[config.mk]
export PLATFORM = sky130hd
export DESIGN_NAME = rjag_ctrl
export DESIGN_NICKNAME = d
export VERILOG_FILES = /design/src/hdl/rjag_pkg.sv /design/src/hdl/rjag_ctrl.sv
export SDC_FILE = /design/constraint.sdc
export NUM_CORES = 1
export LEC_CHECK = 0
export ABC_AREA = 1
export BUFFER_PORTS_ARGS = -buffer_cell sky130_fd_sc_hd__buf_2
export CAP_MARGIN = 20
export CORE_ASPECT_RATIO = 1.75
export CORE_MARGIN = 2
export CORE_UTILIZATION = 59
export CTS_CLUSTER_DIAMETER = 100
export DETAILED_ROUTE_END_ITERATION = 7
export PLACE_DENSITY_LB_ADDON = 0.1
export SYNTH_ARGS = -nofsm -noshare
export SYNTH_HDL_FRONTEND = slang
export SYNTH_SLANG_ARGS = --single-unit
[constraint.sdc]
create_clock -name clk -period 5 [get_ports clk]
set_clock_uncertainty 0.2 [all_clocks]
set_input_delay 0.75 -clock clk [delete_from_list [all_inputs] [get_ports clk]]
set_output_delay 0.75 -clock clk [all_outputs]
set_load 0.005 [all_outputs]
[src/hdl/rjag_pkg.sv]
// Shared types, constants and the constant logarithm for the job attribute generator.
`timescale 1ns / 1ps
package rjag_pkg;

	localparam logic [14:0] PM_MULT    = 15'd16807;
	localparam logic [30:0] PM_MOD     = 31'h7FFF_FFFF;
	localparam logic [30:0] SEED_RESET = 31'd56329;
	localparam logic [31:0] LN2_Q32    = 32'hB172_17F8;
	localparam logic [4:0]  EXP_TOP    = 5'd30;

	localparam logic [1:0] REG_MEAN = 2'd0;
	localparam logic [1:0] REG_MAX  = 2'd1;
	localparam logic [1:0] REG_MIN  = 2'd2;
	localparam logic [1:0] REG_SEED = 2'd3;

	typedef enum logic [14:0] {
		ST_IDLE = 15'b000000000000001,
		ST_MUL  = 15'b000000000000010,
		ST_RED  = 15'b000000000000100,
		ST_PRIO = 15'b000000000001000,
		ST_NORM = 15'b000000000010000,
		ST_SQR  = 15'b000000000100000,
		ST_DIFF = 15'b000000001000000,
		ST_LNLO = 15'b000000010000000,
		ST_LNHI = 15'b000000100000000,
		ST_NL   = 15'b000001000000000,
		ST_GAP  = 15'b000010000000000,
		ST_ARR  = 15'b000100000000000,
		ST_BMUL = 15'b001000000000000,
		ST_BRED = 15'b010000000000000,
		ST_DONE = 15'b100000000000000
	} state_t;

	typedef struct packed {
		logic       load_in;
		logic       pm_mul;
		logic       pm_red;
		logic [1:0] draw;
		logic       prio;
		logic       norm;
		logic       sqr;
		logic       diff;
		logic       lnlo;
		logic       lnhi;
		logic       nl;
		logic       gap;
		logic       arr;
		logic       bmul;
		logic       bred;
		logic       load_out;
	} cmd_t;

	typedef struct packed {
		logic s2_zero;
		logic x_top;
	} sts_t;

	function automatic logic [63:0] log2_mod(input int frac);
		logic [63:0] x;
		logic [63:0] r;
		x = 64'h7FFF_FFFF;
		r = 64'd30 << frac;
		for (int i = 31; i >= 0; i--) begin
			if (i < frac) begin
				x = (x * x) >> 30;
				if (x >= 64'h8000_0000) begin
					r = r | (64'd1 << i);
					x = x >> 1;
				end
			end
		end
		return r;
	endfunction

endpackage

[src/hdl/rjag_ctrl.sv]
// Sequencer for the job attribute generator: draws, logarithm loop, output handshake.
`timescale 1ns / 1ps
module rjag_ctrl #(
	parameter int LN_FRAC_BITS = 24
) (
	input  logic            clk,
	input  logic            arst_n,
	input  logic            s_tvalid,
	output logic            s_tready,
	output logic            m_tvalid,
	input  logic            m_tready,
	input  rjag_pkg::sts_t  sts,
	output rjag_pkg::cmd_t  cmd
);

	localparam int CW = (LN_FRAC_BITS > 1) ? $clog2(LN_FRAC_BITS) : 1;

	rjag_pkg::state_t state_q, state_d;
	logic [1:0]       draw_q, draw_d;
	logic [CW-1:0]    cnt_q, cnt_d;
	logic             m_tvalid_q;

	assign s_tready = (state_q == rjag_pkg::ST_IDLE);
	assign m_tvalid = m_tvalid_q;

	always_comb begin
		state_d = state_q;
		draw_d  = draw_q;
		cnt_d   = cnt_q;
		cmd     = '0;
		cmd.draw = draw_q;
		unique case (state_q)
			rjag_pkg::ST_IDLE: begin
				if (s_tvalid) begin
					cmd.load_in = 1'b1;
					draw_d      = 2'd0;
					state_d     = rjag_pkg::ST_MUL;
				end
			end
			rjag_pkg::ST_MUL: begin
				cmd.pm_mul = 1'b1;
				state_d    = rjag_pkg::ST_RED;
			end
			rjag_pkg::ST_RED: begin
				cmd.pm_red = 1'b1;
				if (draw_q == 2'd2) begin
					state_d = rjag_pkg::ST_PRIO;
				end else begin
					draw_d  = draw_q + 2'd1;
					state_d = rjag_pkg::ST_MUL;
				end
			end
			rjag_pkg::ST_PRIO: begin
				cmd.prio = 1'b1;
				state_d  = sts.s2_zero ? rjag_pkg::ST_ARR : rjag_pkg::ST_NORM;
			end
			rjag_pkg::ST_NORM: begin
				cmd.norm = 1'b1;
				if (sts.x_top) begin
					cnt_d   = CW'(LN_FRAC_BITS - 1);
					state_d = rjag_pkg::ST_SQR;
				end
			end
			rjag_pkg::ST_SQR: begin
				cmd.sqr = 1'b1;
				if (cnt_q == '0) begin
					state_d = rjag_pkg::ST_DIFF;
				end else begin
					cnt_d = cnt_q - CW'(1);
				end
			end
			rjag_pkg::ST_DIFF: begin
				cmd.diff = 1'b1;
				state_d  = rjag_pkg::ST_LNLO;
			end
			rjag_pkg::ST_LNLO: begin
				cmd.lnlo = 1'b1;
				state_d  = rjag_pkg::ST_LNHI;
			end
			rjag_pkg::ST_LNHI: begin
				cmd.lnhi = 1'b1;
				state_d  = rjag_pkg::ST_NL;
			end
			rjag_pkg::ST_NL: begin
				cmd.nl  = 1'b1;
				state_d = rjag_pkg::ST_GAP;
			end
			rjag_pkg::ST_GAP: begin
				cmd.gap = 1'b1;
				state_d = rjag_pkg::ST_ARR;
			end
			rjag_pkg::ST_ARR: begin
				cmd.arr = 1'b1;
				state_d = rjag_pkg::ST_BMUL;
			end
			rjag_pkg::ST_BMUL: begin
				cmd.bmul = 1'b1;
				state_d  = rjag_pkg::ST_BRED;
			end
			rjag_pkg::ST_BRED: begin
				cmd.bred = 1'b1;
				state_d  = rjag_pkg::ST_DONE;
			end
			rjag_pkg::ST_DONE: begin
				if (!m_tvalid_q || m_tready) begin
					cmd.load_out = 1'b1;
					state_d      = rjag_pkg::ST_IDLE;
				end
			end
			default: state_d = rjag_pkg::ST_IDLE;
		endcase
	end

	always_ff @(posedge clk or negedge arst_n) begin
		if (!arst_n) begin
			state_q    <= rjag_pkg::ST_IDLE;
			draw_q     <= 2'd0;
			cnt_q      <= '0;
			m_tvalid_q <= 1'b0;
		end else begin
			state_q <= state_d;
			draw_q  <= draw_d;
			cnt_q   <= cnt_d;
			if (cmd.load_out) begin
				m_tvalid_q <= 1'b1;
			end else if (m_tready) begin
				m_tvalid_q <= 1'b0;
			end
		end
	end

endmodule

# After elaboration in Yosys (flattened, before gate mapping)

Index checks and enable logic that the tools add are counted.
W data, S select, Z words.

Register bits: 23
Bits of input ports: 6
Output and inout port bits: 19
Word-level logic and storage cells: 69

Add/subtract/negate cells: 2
Equal/unequal tests: 22
Multiplexer cells: 32
Reduce and logical (&&, ||, !) cells: 9

Operator list:

| kind                   | count |
|---|---|
| $pmux W15 S15          | 1 |
| $mux W15               | 4 |
| $mux W1                | 19 |
| $eq A15 B1 Y1 const B  | 1 |
| $eq A15 B10 Y1 const B | 1 |
| $eq A15 B11 Y1 const B | 1 |
| $eq A15 B12 Y1 const B | 1 |
| $eq A15 B13 Y1 const B | 1 |
| $eq A15 B14 Y1 const B | 1 |
| $eq A15 B15 Y1 const B | 1 |
| $eq A15 B2 Y1 const B  | 1 |
| $eq A15 B3 Y1 const B  | 1 |
| $eq A15 B4 Y1 const B  | 1 |
| $eq A15 B5 Y1 const B  | 1 |
| $eq A15 B6 Y1 const B  | 1 |
| $eq A15 B7 Y1 const B  | 1 |
| $eq A15 B8 Y1 const B  | 1 |
| $eq A15 B9 Y1 const B  | 1 |
| $mux W12               | 1 |
| $ne A2 B2 Y1 const B   | 6 |
| $mux W5                | 2 |
| $pmux W5 S2            | 1 |
| $reduce_and A3 Y1      | 2 |
| $reduce_bool A2 Y1     | 3 |
| 10 further kinds       | 11 |

# Logic depth before layout (Yosys ltp)

Word-level depth: 5
Depth in mapped cells: 11
Gate-level depth less buffers: 11

# Worst setup path before layout

OpenSTA, ideal clock, no wires.

Path type: register to output
Start: register state_q[7]
End: output cmd[3] (netlist bit)
Arrival time: 1.279 ns
Required time: 4.050 ns
Path slack: 2.771 ns
Cell stages (with the launch flop): 8
Cells stage by stage: dfrtp_1 nor2_1 nand2_1 inv_2 nand2_1 nor2_1 inv_1 nor4_1

RTL lines:

| element                | RTL line         | RTL |
|---|---|---|
| from (decl)            | rjag_ctrl.sv:18  | `rjag_pkg::state_t state_q, state_d;` |
| from (signal assigned) | rjag_ctrl.sv:116 | `state_q <= rjag_pkg::ST_IDLE;` |
| from (signal assigned) | rjag_ctrl.sv:121 | `state_q <= state_d;` |
| to (decl)              | rjag_ctrl.sv:13  | `output rjag_pkg::cmd_t cmd` |

==> results.toml <==
[detailed_routing]
dr.pass1.iters = 4
drt_iter0_drc = 55
viasPerCell = 5.20
wirelength_microns = 2910
antenna_left = 0
post_drt_wl_per_cell_microns = 12.4
drc = 0
routed-via-count = 1223

[synth]
yosysTopAreaCell = "dfrtp_1"
postSynthCellCount = 183
netlist-cell-type-count = 26
ys_ff_latch = 23
synth_area_per_cell_sq_um = 7.61
yosys-top-cells-count = "nand2_1, inv_1, nor2_1"
async_flop_share_pct = 100
syn_nets = 191
synth_edf_count = 0
synth_area_sq_um = 1390
ys.warnings.count = 0
synth-seq-area-share_pct = 41.4
post-synth-top-count-cell = "nand2_1"
synthFlopType = "dfrtp_1"
synth_top_area_share_pct = 39.5
ys_top_cells_by_area = "dfrtp_1, nand2_1, inv_1"

[die]
rows = 23
fp.dieH_microns = 68.3
core_area_sq_um = 2270
die_w_microns = 40.7
ios = 25
die_area_sq_um = 2780
start_util_pct = 61.3

[power_and_ir_drop]
max-vdd-ir-drop_mv = 0.330
power_leakage_nw = 0.971
p_sw_uw = 181
p_int_uw = 313
p_comb_share_pct = 31.5
p_sw_share_pct = 36.7
power_frac_seq_pct = 44.3
cellPowerDensity_nw_per_um2 = 315
clkPwrFrac_pct = 24.2

[sta]
hold_violations = 0
whs_ns = 0.245
tns_ns = 0
fin_ws_ns = 2.15
slew_headroom_pct = 64.9
min_period_over_period_pct = 57.0
setup_viol = 0
fin_crit_ns = 2.85
slew_viol_final = 0
rsz0062_at_grt = "no"
worst_slew_pin_slew_ns = 0.526
fmax_ghz = 0.351

[setup_path]
critPathLaunchType = "flip-flop"
worstSetupStartpoint = "state_q[7]$_DFFE_PN0P_"
required_ns = 4.05
crit_fanout = 6
critPathCaptureType = "output pin"
r2r-start = "cnt_q[0]$_DFFE_PN0P_"
rrSetupSlack_ns = 2.93
critPathKind = "reg -> out"
worstPathArrival_ns = 1.90

[layout]
multi_input_area_sq_um = 651
fin_util_pct = 69.0
regArea_sq_um = 577
diodes = 0
drive_gt1_share_pct = 22.9
nNetsFinal = 219
areaGrowthSynthToFinish_pct = 12.7
fillers = 204

[cts]
cts.path.max_buffers = 2
cts_buffers = 3
cts-root-buf = "clkbuf_8"
htree_levels = 1
ctsResizeCount = 0
cts_hold_buffers = 0
worstSkewPairLatency_ns = 0.27
cts_sinks = 23
postCtsSetupRepairBufs = 0
clkTransAtPathRegs_ns = 0.08
cts_tree = "built"

[place]
port_buffers = 24
hpwlAfterDp_microns = 2240
globalplace.congestion = 0.776
dp_slack_ns = 2.47

[job]
drv_cap = 0

[global_routing]
antenna_found_initial = 0
grt_pass1_wl_microns = 4570
overflow = 0
grt_max_degree = 24
grt_usage_pct = 24.0
grt_pass1_vias = 1122

[run_status]
status = "finished, final reports clean"

[worst_hold_path]
hold_class = "in -> async"
per-stage QoR:
step                      cells  instance area (sq um)  total power [mW]
after floorplan             183                   1390             0.328
after global placement      231                   1520             0.367
after detailed placement    231                   1520             0.374
after CTS                   235                   1570             0.494
after global routing        235                   1570             0.523
final                       235                   1570             0.494
area by class of cell:
class,instances,share of cell area (%)
flip-flops and latches,23,36.8
multi-input cells,121,41.5
well taps,25,1.99
inverters,38,9.25
clock buffers,4,2.87
repair buffers,24,7.66
metal layers:
| metal | global-route usage (%) | wire length, microns |
|---|---|---|
| met4 | 7.50 | 39 |
| met1 | 24.4 | 1080 |
| met2 | 46.6 | 1720 |
| met5 | 0 | 0 |
| met3 | 2.27 | 73 |
cell usage in the layout (no fill, tap or decap):
cell / n
a21oi_1: 2
buf_2: 24
clkbuf_1: 1
clkbuf_8: 3
dfrtp_1: 22
dfstp_2: 1
ha_1: 2
inv_1: 35
inv_2: 2
inv_4: 1
nand2_1: 37
nand2_2: 6
nand2_4: 2
nand3_1: 6
nand3b_4: 1
nand4_1: 2
nor2_1: 25
nor2_2: 5
nor2_4: 1
nor2_8: 1
nor3_1: 7
nor3b_1: 2
nor4_1: 8
o211ai_4: 1
o21ai_0: 5
o21ai_1: 5
xnor2_1: 1
xor2_1: 2
critical path: stages (launching register included):
cell and delay, ns:
dfrtp_1 0.40, nor2_1 0.18, nand2_1 0.16, inv_2 0.07, nand2_1 0.11, nor2_1 0.20, inv_1 0.14, nor4_1 0.21
buf_2 0.17
worst paths after layout:
kind | end | cells after the start
max in group asynchronous | state_q[0]$_DFFE_PN1P_ | 1
min in group clk | draw_q[0]$_DFFE_PN0P_ | 1
setup reg to reg | state_q[0]$_DFFE_PN1P_ | 9
hold / removal | state_q[10]$_DFFE_PN0P_ | 1
hold reg to reg | draw_q[0]$_DFFE_PN0P_ | 1
setup / recovery | cmd[6] | 8
kinds of logic after synthesis:
group           Yosys count  share of synthesized area (%)
flops                    23                           41.4
xor+xnor                  3                           1.89
compound gates           13                           5.84
simple gates            103                           37.2
buf+inv                  39                           11.9
fa+ha+maj                 2                           1.80
power groups by stage:
| stage | clock [mW] | combinational (mW) | sequential (mW) |
|---|---|---|---|
| 2_1_floorplan | 0 | 0.108 | 0.220 |
| 3_3_place_gp | 0 | 0.146 | 0.221 |
| 3_5_place_dp | 0 | 0.153 | 0.222 |
| 4_1_cts | 0.118 | 0.157 | 0.218 |
| 5_1_grt | 0.122 | 0.180 | 0.221 |
| 6_report | 0.119 | 0.156 | 0.219 |
registers in the layout (all words and copies together), names as in the netlist:
register / flops
cnt_q: 5
draw_q: 2
state_q: 15
m_tvalid: 1
Power figures use the tool's default switching activity.
